File: src/hw/rtl/sel_pkg.sv
// sel_pkg: shared types and constants of the scan-line edge locator
// used by sel_ctrl, sel_datapath and scanline_edge_locator
package sel_pkg;

    localparam int MAX_LINE    = 2048;
    localparam int SAMPLE_BITS = 12;
    localparam int CNT_W       = $clog2(MAX_LINE);
    localparam int ENV_W       = 30;
    localparam int SPAN_W      = 29;
    localparam int PROD_W      = 44;

    localparam logic [1:0] REG_LOWER_START = 2'd0;
    localparam logic [1:0] REG_START_RATE  = 2'd1;
    localparam logic [1:0] REG_RATE_SHIFT  = 2'd2;
    localparam logic [1:0] REG_GAIN        = 2'd3;

    localparam logic KIND_EDGE = 1'b0;
    localparam logic KIND_LINE = 1'b1;

    typedef enum logic [2:0] {
        ST_IDLE,
        ST_ENV,
        ST_MUL,
        ST_JUDGE,
        ST_DIV,
        ST_EMIT
    } state_t;

    typedef struct packed {
        logic load;
        logic env;
        logic mul;
        logic judge;
        logic div_start;
        logic div_step;
        logic push_edge;
        logic push_line;
    } cmd_t;

    typedef struct packed {
        logic crossing;
        logic hit;
        logic div_done;
        logic eol;
        logic out_free;
    } stat_t;

    typedef struct packed {
        logic        kind;
        logic [11:0] slot;
        logic [10:0] whole;
        logic [7:0]  frac;
        logic [12:0] slope;
        logic [11:0] total;
    } result_t;

endpackage

File: src/hw/rtl/sel_ctrl.sv
// sel_ctrl: sequencer for one sample: envelope, products, judgement, fraction
// depends on sel_pkg
module sel_ctrl import sel_pkg::*; (
    input  logic  aclk,
    input  logic  aresetn,
    input  logic  in_fire,
    input  stat_t stat,
    output logic  busy,
    output cmd_t  cmd
);

    state_t state_reg, state_next;

    always_ff @(posedge aclk) begin
        if (!aresetn) begin
            state_reg <= ST_IDLE;
        end else begin
            state_reg <= state_next;
        end
    end

    always_comb begin
        state_next = state_reg;
        case (state_reg)
            ST_IDLE:  if (in_fire) state_next = ST_ENV;
            ST_ENV:   state_next = stat.crossing ? ST_MUL : ST_EMIT;
            ST_MUL:   state_next = ST_JUDGE;
            ST_JUDGE: state_next = stat.hit ? ST_DIV : ST_EMIT;
            ST_DIV:   if (stat.div_done && stat.out_free) state_next = stat.eol ? ST_EMIT : ST_IDLE;
            ST_EMIT:  if (!stat.eol || stat.out_free) state_next = ST_IDLE;
            default:  state_next = ST_IDLE;
        endcase
    end

    always_comb begin
        cmd = '0;
        busy = (state_reg != ST_IDLE);
        case (state_reg)
            ST_IDLE:  cmd.load = in_fire;
            ST_ENV:   cmd.env = 1'b1;
            ST_MUL:   cmd.mul = 1'b1;
            ST_JUDGE: begin
                cmd.judge = 1'b1;
                cmd.div_start = stat.hit;
            end
            ST_DIV: begin
                cmd.div_step = !stat.div_done;
                cmd.push_edge = stat.div_done && stat.out_free;
            end
            ST_EMIT:  cmd.push_line = stat.eol && stat.out_free;
            default:  cmd = '0;
        endcase
    end

    a_push_excl: assert property (@(posedge aclk) disable iff (!aresetn)
        !(cmd.push_edge && cmd.push_line)) else $error("two pushes at once");
    a_load_idle: assert property (@(posedge aclk) disable iff (!aresetn)
        cmd.load |=> state_reg == ST_ENV) else $error("load did not start");
    a_div_after_hit: assert property (@(posedge aclk) disable iff (!aresetn)
        state_reg == ST_DIV |-> $past(state_reg) == ST_DIV || $past(state_reg) == ST_JUDGE)
        else $error("divide entered wrongly");

endmodule

File: config.mk
export PLATFORM = sky130hd
export DESIGN_NAME = sel_ctrl
export DESIGN_NICKNAME = d
export VERILOG_FILES = /design/src/hw/rtl/sel_pkg.sv /design/src/hw/rtl/sel_ctrl.sv
export SDC_FILE = /design/constraint.sdc
export NUM_CORES = 1
export LEC_CHECK = 0
export ABC_AREA = 1
export BUFFER_PORTS_ARGS = -buffer_cell sky130_fd_sc_hd__buf_2
export CAP_MARGIN = 20
export CORE_AREA = 5 5 42 44
export CTS_CLUSTER_DIAMETER = 120
export CTS_CLUSTER_SIZE = 16
export DETAILED_ROUTE_END_ITERATION = 7
export DIE_AREA = 0 0 47 49
export HOLD_SLACK_MARGIN = 0.1
export PLACE_DENSITY_LB_ADDON = 0.3
export SLEW_MARGIN = 20
export SYNTH_ARGS = -nofsm -noshare
export SYNTH_HDL_FRONTEND = slang
export SYNTH_SLANG_ARGS = --single-unit
export TNS_END_PERCENT = 5
File: constraint.sdc
create_clock -name aclk -period 2.1 [get_ports aclk]
set_input_delay 0.42 -clock aclk [delete_from_list [all_inputs] [get_ports aclk]]
set_output_delay 0.42 -clock aclk [all_outputs]
set_load 0.05 [all_outputs]
==> impl_metrics.env <==
export IMPL_clk_pin_slew_ns=0.04
export IMPL_grt_pass1_vias=322
export IMPL_synth_cell_type_count=11
export IMPL_cts_resized=0
export IMPL_start_util_pct=17.77
export IMPL_fmax_mhz=597.9
export IMPL_diodes=0
export IMPL_largest_reg_flops=3
export IMPL_dieHeight_um=49
export IMPL_antenna_found_initial=0
export IMPL_hold_slack_ns=0.4426
export IMPL_finalNonFillerCells=84
export IMPL_cp_arrival_ns=1.25
export IMPL_cts_tree="done"
export IMPL_run_status="completed"
export IMPL_relSlewSlack_pct=82.06
export IMPL_seqCellArea_um2=60.06
export IMPL_cpMostUsedCell="nor2_2"
export IMPL_gp_congestion=0.7588
export IMPL_clockBufferDepth=2
export IMPL_cts_root_buf="clkbuf_4"
export IMPL_grt_remaining_overflow=0
export IMPL_irDropWorstVdd_mv=0.3586
export IMPL_final_nets=77
export IMPL_syn_nets=56
export IMPL_crit_path_top_delay_cell="dfxtp_1"
export IMPL_drive_gt1_share_pct=33.82
export IMPL_pre_cts_ws_ns=0.6623
export IMPL_cts_sinks=3
export IMPL_dp_cells=80
export IMPL_insertion_delay_ns=0.23
export IMPL_holdBufCountCts=0
export IMPL_portBuffers=16
export IMPL_wirelength_um=722
export IMPL_crit_path_start_kind="flop"
export IMPL_final_setup_worst_slack_ns=0.4276
export IMPL_ys_seq_elements=3
export IMPL_vias=330
export IMPL_period_minus_slack_ns=1.672
export IMPL_power_leakage_nw=0.2279
export IMPL_timing_critical_path_cells="nand2_1, nor2_2, inv_1, nor2_2, buf_2"
export IMPL_path_buf_inv=2
export IMPL_syn_to_final_growth_pct=51.76
export IMPL_finalSetupViolCount=0
export IMPL_drv_slew=0
export IMPL_track_usage_pct=7.535
export IMPL_synth_avg_cell_area_um2=5.187
export IMPL_viasPerCell=3.929
export IMPL_die_area_um2=2303
export IMPL_post_cts_buffers=0
export IMPL_drv_cap=0
export IMPL_yosysWarningCount=0
export IMPL_core_region_area_um2=1401
export IMPL_cts_made_buffers=3
export IMPL_drt_iter0_markers=3
export IMPL_synth_top_area_cell="dfxtp_1"
export IMPL_synth_cells=48
export IMPL_period_share_pct=79.64
export IMPL_wl_per_cell_um=8.595
export IMPL_fillers=179
export IMPL_yosysTopAreaCellShare_pct=24.12
export IMPL_clock_skew_ns=0.0005600
export IMPL_crit_path_end_kind="output pin"
export IMPL_ant_nets=0
export IMPL_rsz0062_at_grt="false"
export IMPL_hold_path_class="in2reg"
export IMPL_setup_tns_ns=0
export IMPL_critical_path_class="reg2out"
export IMPL_netlist_area_um2=249.0
export IMPL_die_w_um=47
export IMPL_synth_area_top_cells="dfxtp_1 24%, nand2_1 18%, nor2_1 15%"
export IMPL_grt_max_degree=8
export IMPL_crit_fanout=5
export IMPL_powerDensity_nw_per_um2=1124
export IMPL_tightest_slew_ns=0.2670
export IMPL_crit_required_ns=1.68
export IMPL_post_dp_hpwl_um=615.1
export IMPL_cts_htree_levels=1
export IMPL_seq_area_frac_synth_pct=24.12
export IMPL_final_hold_viol_count=0
export IMPL_dr_pass1_iters=2
export IMPL_crit_family="flip-flops"
export IMPL_ioPinCount=17
export IMPL_cp_slowest_stage_delay_ns=0.39
export IMPL_fin_util_pct=26.96
export IMPL_multi_input_area_um2=153.9
export IMPL_grt_pass1_wl_um=1262
export IMPL_rows=14
export IMPL_drc=0
## per-layer routing
layer | global-route usage (%) | vias to the layer above | share of wire, % | routed length, um
li1 | - | 186 | - | -
met1 | 10.33 | 129 | 46 | 329
met2 | 9.502 | 13 | 42 | 302
met3 | 2.214 | 2 | 10 | 72
met4 | 5.530 | 0 | 2.4 | 17
met5 | 0 | - | 0 | 0
## Yosys cell counts
cell and number:
nand2_1 12, nor2_2 2, dfxtp_1 3, o21ai_1 1, nor2_1 10, a21oi_1 3
nor3_1 1, inv_1 9, inv_2 1, nand4_1 1, nand3_1 5
## final timing paths
check / startpoint / endpoint / slack (ns) / depth (start not counted)
hold reg to reg: state_reg[1] / state_reg[1] / 0.68 / 3
hold / removal: aresetn / state_reg[1] / 0.44 / 3
setup / recovery: state_reg[0] / cmd[3] / 0.43 / 5
setup reg to reg: state_reg[2] / state_reg[0] / 1.03 / 6
## placed cells by master (no fill, tap or decap), drive strengths merged
master	n
buf	16
nand2	12
nor2	12
inv	10
nand3	5
clkbuf	4
a21oi	3
dfxtp	3
nor3	1
nand4	1
o21ai	1
## worst reg2reg max path: cells and delay by family, from the launching register on
kind                   cells  cell delay (ns)
buffers and inverters      1             0.09
DFF                        1             0.45
and+or+nand+nor            3             0.26
AOI/OAI and AO/OA          2             0.19
## report_power, final
part	switching (mW)	internal, mW
Combinational	0.176	0.0592
Sequential	0.0181	0.0700
Clock	0.0303	0.0712
## through the flow
stage	power, mW	cell area, um^2
final	0.4246	377.9
after floorplan	0.2725	251.5
after global placement	0.3249	351.6
after CTS	0.4325	377.9
after global routing	0.4637	377.9
after detailed placement	0.3249	351.6
## final cells by class
cell class / count / area share, %
Timing Repair Buffer: 16 / 21.19
Multi-Input combinational cell: 35 / 40.73
Inverter: 10 / 9.934
Sequential cell: 3 / 15.89
Tap cell: 16 / 5.298
Clock buffer: 4 / 6.954
## cells by family (layout without fill, tap and decap cells)
logic type      count (synthesis)  after routing  share of synthesized area (%)
buf+inv                        10             30                          15.07
compound gates                  4              4                          8.037
simple gates                   31             31                          52.76
flops                           3              3                          24.12
(Power assumes the default switching activity.)
