$ cat src/hw/rtl/sel_pkg.sv
// sel_pkg: shared types and constants of the scan-line edge locator
// used by sel_ctrl, sel_datapath and scanline_edge_locator
package sel_pkg;

    localparam int MAX_LINE    = 2048;
    localparam int SAMPLE_BITS = 12;
    localparam int CNT_W       = $clog2(MAX_LINE);
    localparam int ENV_W       = 30;
    localparam int SPAN_W      = 29;
    localparam int PROD_W      = 44;

    localparam logic [1:0] REG_LOWER_START = 2'd0;
    localparam logic [1:0] REG_START_RATE  = 2'd1;
    localparam logic [1:0] REG_RATE_SHIFT  = 2'd2;
    localparam logic [1:0] REG_GAIN        = 2'd3;

    localparam logic KIND_EDGE = 1'b0;
    localparam logic KIND_LINE = 1'b1;

    typedef enum logic [2:0] {
        ST_IDLE,
        ST_ENV,
        ST_MUL,
        ST_JUDGE,
        ST_DIV,
        ST_EMIT
    } state_t;

    typedef struct packed {
        logic load;
        logic env;
        logic mul;
        logic judge;
        logic div_start;
        logic div_step;
        logic push_edge;
        logic push_line;
    } cmd_t;

    typedef struct packed {
        logic crossing;
        logic hit;
        logic div_done;
        logic eol;
        logic out_free;
    } stat_t;

    typedef struct packed {
        logic        kind;
        logic [11:0] slot;
        logic [10:0] whole;
        logic [7:0]  frac;
        logic [12:0] slope;
        logic [11:0] total;
    } result_t;

endpackage

$ cat src/hw/rtl/sel_datapath.sv
// sel_datapath: envelope, curvature, hysteresis and fraction divider
// depends on sel_pkg; driven by sel_ctrl commands
module sel_datapath import sel_pkg::*; (
    input  logic                   aclk,
    input  logic                   aresetn,
    input  cmd_t                   cmd,
    output stat_t                  stat,
    input  logic [SAMPLE_BITS-1:0] in_sample,
    input  logic                   in_eol,
    input  logic [11:0]            cfg_lower_start,
    input  logic [11:0]            cfg_start_rate,
    input  logic [3:0]             cfg_rate_shift,
    input  logic [7:0]             cfg_gain,
    input  logic                   out_ready,
    output logic                   out_valid,
    output result_t                out_item,
    output logic                   out_last
);

    logic [CNT_W-1:0]       cnt_reg;
    logic [SAMPLE_BITS-1:0] y_reg, h0_reg, h1_reg;
    logic                   eol_reg;
    logic signed [ENV_W-1:0] up_reg, lo_reg, step_reg;
    logic signed [ENV_W-1:0] du0_reg, dl0_reg, du1_reg, dl1_reg;
    logic                   rising_reg;
    logic signed [13:0]     rext_reg, fext_reg;
    logic [11:0]            slot_reg;
    logic signed [13:0]     pcurv_reg, curv_reg, pcu_reg, fx_reg;
    logic signed [SPAN_W-1:0] span_reg;
    logic [ENV_W:0]         amag_reg;
    logic signed [PROD_W-1:0] pr_reg, pf_reg, ga_reg;
    logic [12:0]            slope_reg;
    logic [CNT_W-1:0]       whole_reg;
    logic [13:0]            au_reg, den_reg;
    logic [21:0]            rem_reg;
    logic [7:0]             q_reg;
    logic [3:0]             dcnt_reg;
    logic                   ov_reg, ol_reg;
    result_t                oi_reg;

    logic signed [ENV_W-1:0] w, up0, lo0, st0, cu, cl, nu, nl;
    logic signed [SPAN_W-1:0] span;
    logic signed [13:0]      curv, fx;
    logic signed [ENV_W:0]   asum;
    logic [ENV_W:0]          amag;
    logic [13:0]             aabs, dabs;
    logic                    new_line;
    logic                    crossing;
    logic                    r_up, r_dn, f_up, f_dn, hit;
    logic [22:0]             trial;

    assign new_line = (cnt_reg == '0);
    assign w   = ENV_W'(signed'({1'b0, y_reg})) <<< 16;
    assign up0 = new_line ? '0 : up_reg;
    assign lo0 = new_line ? (ENV_W'(signed'({1'b0, cfg_lower_start})) <<< 16) : lo_reg;
    assign st0 = new_line ? (ENV_W'(signed'({1'b0, cfg_start_rate})) <<< 10) : step_reg;
    assign cu  = up0 - st0;
    assign cl  = lo0 + st0;
    assign nu  = (w >= cu) ? w : cu;
    assign nl  = (w <= cl) ? w : cl;
    assign curv = 14'(signed'({2'b0, y_reg})) - (14'(signed'({2'b0, h0_reg})) <<< 1)
                + 14'(signed'({2'b0, h1_reg}));
    assign span = SPAN_W'(du1_reg - dl1_reg);
    assign fx   = 14'(signed'({2'b0, h0_reg})) - 14'(signed'({2'b0, h1_reg}));
    assign asum = (ENV_W+1)'(du1_reg) + (ENV_W+1)'(dl1_reg)
                - ((ENV_W+1)'(signed'({1'b0, h1_reg})) <<< 17);
    assign amag = asum[ENV_W] ? (ENV_W+1)'(-asum) : (ENV_W+1)'(asum);
    assign crossing = (cnt_reg >= CNT_W'(3)) && (span > 0)
        && ((pcurv_reg >= 0 && curv < 0) || (pcurv_reg <= 0 && curv > 0));
    assign r_up = pr_reg > ga_reg;
    assign r_dn = pr_reg < -ga_reg;
    assign f_up = pf_reg > ga_reg;
    assign f_dn = pf_reg < -ga_reg;
    assign hit  = rising_reg ? (r_up || r_dn) : (f_up || f_dn);
    assign aabs = pcu_reg[13] ? 14'(-pcu_reg) : 14'(pcu_reg);
    assign dabs = curv_reg[13] ? 14'(-curv_reg) : 14'(curv_reg);
    assign trial = {rem_reg, 1'b0} - {9'b0, den_reg};

    always_ff @(posedge aclk) begin
        if (!aresetn) begin
            cnt_reg <= '0; h0_reg <= '0; h1_reg <= '0;
            up_reg <= '0; lo_reg <= ENV_W'(3000) <<< 16; step_reg <= ENV_W'(32) <<< 10;
            du0_reg <= '0; dl0_reg <= '0; du1_reg <= '0; dl1_reg <= '0;
            rising_reg <= 1'b0; rext_reg <= '0; fext_reg <= '0;
            slot_reg <= '0; pcurv_reg <= '0;
            dcnt_reg <= '0; eol_reg <= 1'b0;
        end else begin
            if (cmd.load) begin
                y_reg <= in_sample;
                eol_reg <= in_eol;
            end
            if (cmd.env) begin
                if (new_line) begin
                    rising_reg <= 1'b0; rext_reg <= '0; fext_reg <= '0; slot_reg <= 12'd2;
                end
                up_reg <= nu;
                lo_reg <= nl;
                step_reg <= (nu - nl) >>> cfg_rate_shift;
                if (cnt_reg == CNT_W'(1)) begin
                    rising_reg <= y_reg > h0_reg;
                    slot_reg <= (y_reg > h0_reg) ? 12'd1 : 12'd2;
                    rext_reg <= '0; fext_reg <= '0;
                end
                curv_reg <= curv;
                pcu_reg <= pcurv_reg;
                if (cnt_reg >= CNT_W'(2)) pcurv_reg <= curv;
                fx_reg <= fx;
                span_reg <= span;
                amag_reg <= amag;
                slope_reg <= 13'(fx);
                whole_reg <= cnt_reg - CNT_W'(2);
                du1_reg <= du0_reg; dl1_reg <= dl0_reg;
                du0_reg <= nu; dl0_reg <= nl;
                h1_reg <= h0_reg; h0_reg <= y_reg;
                if (eol_reg) cnt_reg <= '0;
                else if (cnt_reg != CNT_W'(MAX_LINE-1)) cnt_reg <= cnt_reg + CNT_W'(1);
            end
            if (cmd.mul) begin
                pr_reg <= PROD_W'(fx_reg - rext_reg) * PROD_W'(span_reg);
                pf_reg <= PROD_W'(fx_reg - fext_reg) * PROD_W'(span_reg);
                ga_reg <= PROD_W'(signed'({1'b0, cfg_gain})) * PROD_W'(signed'(amag_reg));
            end
            if (cmd.judge) begin
                if (rising_reg) begin
                    if (r_up) rext_reg <= fx_reg;
                    if (r_dn && !r_up) begin
                        rising_reg <= 1'b0; fext_reg <= fx_reg; slot_reg <= slot_reg + 12'd1;
                    end
                end else begin
                    if (f_up) begin
                        rising_reg <= 1'b1; rext_reg <= fx_reg; slot_reg <= slot_reg + 12'd1;
                    end
                    if (f_dn && !f_up) fext_reg <= fx_reg;
                end
            end
            if (cmd.div_start) begin
                au_reg <= aabs;
                den_reg <= aabs + dabs;
                rem_reg <= {8'b0, aabs};
                q_reg <= '0;
                dcnt_reg <= 4'd9;
            end
            if (cmd.div_step) begin
                if (dcnt_reg == 4'd9) begin
                    rem_reg <= 22'(au_reg) << 0;
                    dcnt_reg <= 4'd8;
                    q_reg <= '0;
                end else begin
                    if (!trial[22]) begin
                        rem_reg <= trial[21:0]; q_reg <= {q_reg[6:0], 1'b1};
                    end else begin
                        rem_reg <= {rem_reg[20:0], 1'b0}; q_reg <= {q_reg[6:0], 1'b0};
                    end
                    dcnt_reg <= dcnt_reg - 4'd1;
                end
            end
        end
    end

    // fraction: first step reloads the remainder, then one quotient bit per step over 8 steps
    assign stat.crossing = crossing;
    assign stat.hit      = hit;
    assign stat.div_done = (dcnt_reg == 4'd0);
    assign stat.eol      = eol_reg;
    assign stat.out_free = !ov_reg || out_ready;

    always_ff @(posedge aclk) begin
        if (!aresetn) begin
            ov_reg <= 1'b0;
        end else begin
            if (cmd.push_edge || cmd.push_line) ov_reg <= 1'b1;
            else if (out_ready) ov_reg <= 1'b0;
        end
        if (cmd.push_edge) begin
            oi_reg <= '{kind: KIND_EDGE, slot: slot_reg, whole: 11'(whole_reg),
                        frac: q_reg, slope: slope_reg, total: 12'd0};
            ol_reg <= !eol_reg;
        end else if (cmd.push_line) begin
            oi_reg <= '{kind: KIND_LINE, slot: 12'd0, whole: 11'd0, frac: 8'd0,
                        slope: 13'd0, total: slot_reg};
            ol_reg <= 1'b1;
        end
    end

    assign out_valid = ov_reg;
    assign out_item  = oi_reg;
    assign out_last  = ol_reg;

    a_no_overrun: assert property (@(posedge aclk) disable iff (!aresetn)
        (cmd.push_edge || cmd.push_line) |-> (!ov_reg || out_ready))
        else $error("result overwritten");
    a_div_one: assert property (@(posedge aclk) disable iff (!aresetn)
        cmd.div_start |=> dcnt_reg == 4'd9) else $error("divider not armed");
    a_hold: assert property (@(posedge aclk) disable iff (!aresetn)
        (ov_reg && !out_ready && !cmd.push_edge && !cmd.push_line) |=> ov_reg)
        else $error("result dropped");

endmodule

$ cat config.mk
export PLATFORM = sky130hd
export DESIGN_NAME = sel_datapath
export DESIGN_NICKNAME = d
export VERILOG_FILES = /design/src/hw/rtl/sel_pkg.sv /design/src/hw/rtl/sel_datapath.sv
export SDC_FILE = /design/constraint.sdc
export NUM_CORES = 2
export LEC_CHECK = 0
export BUFFER_PORTS_ARGS = -buffer_cell sky130_fd_sc_hd__buf_4
export CAP_MARGIN = 10
export CORE_MARGIN = 2
export CORE_UTILIZATION = 45
export CTS_CLUSTER_SIZE = 14
export DETAILED_ROUTE_END_ITERATION = 12
export SKIP_CTS_REPAIR_TIMING = 1
export SYNTH_ARGS = -nofsm -noshare
export SYNTH_HDL_FRONTEND = slang
export SYNTH_SLANG_ARGS = --single-unit
$ cat constraint.sdc
create_clock -name aclk -period 19.2 [get_ports aclk]
set_input_delay 0.96 -clock aclk [delete_from_list [all_inputs] [get_ports aclk]]
set_output_delay 0.96 -clock aclk [all_outputs]
set_load 0.1 [all_outputs]
==> impl.org <==
** Outcome
- Result of the run :: complete, no violations

** Worst setup path
- STA classifies the critical path endpoint as a flip-flop.
- The critical path contains buffers and inverters numbering 7 combined.
- Grouping stages by cell kind, the critical path spends the most delay in compound AO/OA/AOI/OAI gates.
- CP arrival :: 14.45 ns
- In this run the worst path has a maximum fanout of 48.
- Among the stages of the critical path, the cell type that occurs most often is sky130_fd_sc_hd__a21o_1.
- Maximum cell stage delay along the critical path :: 0.64 ns
- The critical path in this run is classified as flip-flop to flip-flop.
- At the worst endpoint, the required time is 19.86 ns.
- For this design, the slowest cell found on the critical path is sky130_fd_sc_hd__xor2_1.
- Crit start category :: flip-flop

** Clocking
- H-tree levels :: 3
- CTS buffer count :: 80
- After clock tree synthesis, the clock-pin slew on the worst setup and hold paths is 0.06 ns.
- No sink is reached through more buffers than the 3 on the longest clock path.
- TritonCTS clock tree :: yes
- Clock latency on the worst-skew pair, taken at its later pin, is 0.72 ns.
- Clock tree synthesis selected as its root buffer the cell sky130_fd_sc_hd__clkbuf_16.
- The tree built by TritonCTS fans out to 620 sinks.

** Die
- The initialized floorplan defines 154 standard-cell rows.
- The core region is 176000 sq um.
- The die is 426 um tall.
- The die covers 181000 sq um.
- Pin placement for this block handled 124 I/O pins.
- From left edge to right edge, the die measures 426 um.
- For this configuration, the core starts out at a cell density of 0.454.

** Synth
- Total of warnings raised by yosys :: 0
- Netlist area before placement :: 80000 sq um
- Proportion of register bits with asynchronous set or reset after synthesis :: 0
- For this run, the leading register cell type out of synthesis is sky130_fd_sc_hd__edfxtp_1.
- Post-synthesis net count :: 10598
- The share of the Yosys chip area taken by registers is 0.199.
- Number of cells produced by synthesis :: 8765
- A synthesized cell averages 9.13 sq um.
- Number of enable-type register cells in the synthesized netlist :: 354
- Distinct cell type count of the synthesized netlist :: 97
- Register bit count reported by yosys :: 620

** Layout
- Flip-flop count of the largest register after layout :: 57
- Area grow syn2layout :: 7.85%
- For this run, the share of the core covered by cells in the final layout is 0.489.
- Summing all non-filler instances in the final layout gives an area of 86300 sq um.
- Count of filler cells inserted in the layout :: 16736
- Final net count :: 10525
- Fraction of layout cells with a size suffix above 1 :: 0.0533

** STA
- For the finished layout, the period the worst path requires is 13.79 ns.
- Final count of hold timing violations :: 0
- Timing would allow up to 72.5 MHz.
- Of the available clock period, the critical path in the final layout requires 0.718.
- Sum of negative setup slack :: 0 ns
- Setup violations remaining at the end of the flow were counted as 0.
- The max-slew violation count came to 0.
- Setup repair after global routing left no endpoint under its margin.
- Headroom to the max-slew limit came out at 0.131.
- Measured slew at the worst slew-check pin :: 1.30 ns
- For the final database, setup skew stands at 0.0470 ns.

** Job
- The tool flagged a number of max-cap violations equal to 0.

** Global route
- The first global-routing pass estimated 353000 um of wire.
- Pin count of the biggest net entering global routing :: 70
- Global routing finished with a remaining overflow of 0.
- The number of global-route vias before repair came to 62250.
- GRT Resource Usage Total :: 0.250
- The initial antenna violation count is 1.

** Drt
- The first detailed-routing pass took 8 iterations.
- For this block, the via count after detailed routing is 59987.
- For this run, design rule violations remaining after detail routing come to 0.
- Avg Vias per Cell :: 5.40
- Post-DRT Antenna Nets :: 0
- In the final routed layout, each cell accounts on average for 20.3 um.
- Number of DRC markers after the initial detailed-route iteration :: 3363
- DRT Wirelength :: 225000 um

** Place
- The count of buffers added on input and output ports is 123.
- In this run the cell area measured after placement is 83400 sq um.
- Placer congestion estimate :: 0.908
- Post-DP HPWL :: 174000 um

** Hold path
- In this run the worst hold path is classified as input port to flip-flop.
==> final timing paths <==
| kind | startpoint | endpoint | slack, ns | cells after the start |
|---|---|---|---|---|
| setup reg to reg | cnt_reg[1] | step_reg[20] | 5.41 | 54 |
| hold reg to reg | dl0_reg[24] | dl0_reg[24] | 0.47 | 2 |
| hold / removal | in_sample[0] | y_reg[0] | 0.42 | 1 |
| setup / recovery | cnt_reg[1] | step_reg[20] | 5.41 | 54 |
==> logic make-up (layout without fill, tap and decap cells) <==
family	count (synthesis)	after routing	share of synthesized area
and+or+nand+nor	2623	2623	0.161
xor gates and xnor gates	442	442	0.0487
other	0	1	0
DFF	620	620	0.199
adders and majority gates	1781	1781	0.375
muxes	230	230	0.0303
buffers and inverters	1867	1861	0.0883
AOI/OAI and AO/OA	1202	1202	0.0972
==> metal layers <==
metal / GRT usage / part of all wire
met5: 0 / 0.000080
met3: 0.0387 / 0.062
met2: 0.415 / 0.47
met1: 0.335 / 0.44
met4: 0.0759 / 0.028
==> per-stage QoR <==
step / setup slack [ns] / hold WS (ns) / cells
after floorplan: 6.82 / 0.425 / 8765
after global placement: 5.80 / 0.438 / 10949
after detailed placement: 5.53 / 0.447 / 10949
after CTS: 5.51 / 0.373 / 11098
after global routing: 4.54 / 0.406 / 11099
final: 5.41 / 0.421 / 11100
==> final cells by class <==
class                           instances  area (sq um)  share of cell area
Multi-Input combinational cell       6278         57300               0.664
Inverter                             1493          5610              0.0650
Sequential cell                       620         16000               0.185
Antenna cell                            1          2.50           0.0000290
Clock inverter                         48           674             0.00781
Tap cell                             2340          2930              0.0339
Timing Repair Buffer                  219          1650              0.0191
Clock buffer                          101          2220              0.0258
==> cell usage in the layout, fill, tap and decap left out, types with 101 or more instances in the layout <==
| cell | Yosys | routed |
|---|---|---|
| sky130_fd_sc_hd__inv_1 | 1490 | 1488 |
| sky130_fd_sc_hd__fa_1 | 1030 | 1030 |
| sky130_fd_sc_hd__nand2_1 | 921 | 921 |
| sky130_fd_sc_hd__ha_1 | 743 | 743 |
| sky130_fd_sc_hd__and2_1 | 515 | 514 |
| sky130_fd_sc_hd__nor2_1 | 449 | 447 |
| sky130_fd_sc_hd__a21oi_1 | 365 | 365 |
| sky130_fd_sc_hd__edfxtp_1 | 354 | 354 |
| sky130_fd_sc_hd__xnor2_1 | 310 | 297 |
| sky130_fd_sc_hd__dfxtp_1 | 266 | 266 |
| sky130_fd_sc_hd__o21ai_0 | 236 | 235 |
| sky130_fd_sc_hd__buf_4 | 4 | 217 |
| sky130_fd_sc_hd__mux2i_1 | 202 | 202 |
| sky130_fd_sc_hd__nand2b_1 | 158 | 158 |
| sky130_fd_sc_hd__a21o_1 | 146 | 146 |
| sky130_fd_sc_hd__xor2_1 | 130 | 118 |
| sky130_fd_sc_hd__nor3_1 | 101 | 101 |
| sky130_fd_sc_hd__nand3_1 | 102 | 101 |
==> synthesized netlist by cell type, types with 9 or more instances <==
cell type | count | area share
sky130_fd_sc_hd__nand3_1 | 102 | 0.0064
sky130_fd_sc_hd__a21boi_0 | 11 | 0.0010
sky130_fd_sc_hd__o31ai_1 | 18 | 0.0017
sky130_fd_sc_hd__xnor2_1 | 310 | 0.034
sky130_fd_sc_hd__nand2b_1 | 158 | 0.012
sky130_fd_sc_hd__ha_1 | 743 | 0.12
sky130_fd_sc_hd__clkbuf_1 | 337 | 0.016
sky130_fd_sc_hd__mux2i_1 | 202 | 0.025
sky130_fd_sc_hd__nor3b_1 | 12 | 0.0011
sky130_fd_sc_hd__buf_2 | 12 | 0.00075
sky130_fd_sc_hd__o21a_1 | 44 | 0.0041
sky130_fd_sc_hd__a221oi_1 | 9 | 0.00098
sky130_fd_sc_hd__o21ai_0 | 236 | 0.015
sky130_fd_sc_hd__inv_1 | 1490 | 0.070
sky130_fd_sc_hd__buf_1 | 17 | 0.00080
sky130_fd_sc_hd__a21o_1 | 146 | 0.014
sky130_fd_sc_hd__o211ai_1 | 29 | 0.0027
sky130_fd_sc_hd__nand3b_1 | 10 | 0.00094
sky130_fd_sc_hd__a31oi_1 | 44 | 0.0034
sky130_fd_sc_hd__a211oi_1 | 33 | 0.0031
sky130_fd_sc_hd__o41ai_1 | 9 | 0.00098
sky130_fd_sc_hd__a21oi_1 | 365 | 0.023
sky130_fd_sc_hd__or4_1 | 20 | 0.0019
sky130_fd_sc_hd__a211o_1 | 14 | 0.0015
sky130_fd_sc_hd__nor2b_1 | 96 | 0.0075
sky130_fd_sc_hd__or3_1 | 52 | 0.0041
sky130_fd_sc_hd__a31o_2 | 12 | 0.0013
sky130_fd_sc_hd__edfxtp_1 | 354 | 0.13
sky130_fd_sc_hd__nor2_1 | 449 | 0.021
sky130_fd_sc_hd__nor4_1 | 23 | 0.0018
sky130_fd_sc_hd__and2_1 | 515 | 0.040
sky130_fd_sc_hd__o21bai_1 | 67 | 0.0063
sky130_fd_sc_hd__nand2_1 | 921 | 0.043
sky130_fd_sc_hd__xor2_1 | 130 | 0.014
sky130_fd_sc_hd__mux2_2 | 20 | 0.0028
sky130_fd_sc_hd__o22ai_1 | 15 | 0.0012
sky130_fd_sc_hd__nand4_1 | 50 | 0.0039
sky130_fd_sc_hd__o21ai_1 | 9 | 0.00056
sky130_fd_sc_hd__dfxtp_1 | 266 | 0.067
sky130_fd_sc_hd__or2_2 | 20 | 0.0016
sky130_fd_sc_hd__o31a_1 | 9 | 0.00098
sky130_fd_sc_hd__nor3_1 | 101 | 0.0063
sky130_fd_sc_hd__fa_1 | 1030 | 0.26
sky130_fd_sc_hd__and3_1 | 59 | 0.0046
sky130_fd_sc_hd__a22o_1 | 32 | 0.0035
Power is not shown: default switching activity piles up to over one toggle a cycle in this logic, so the estimate is an artifact.
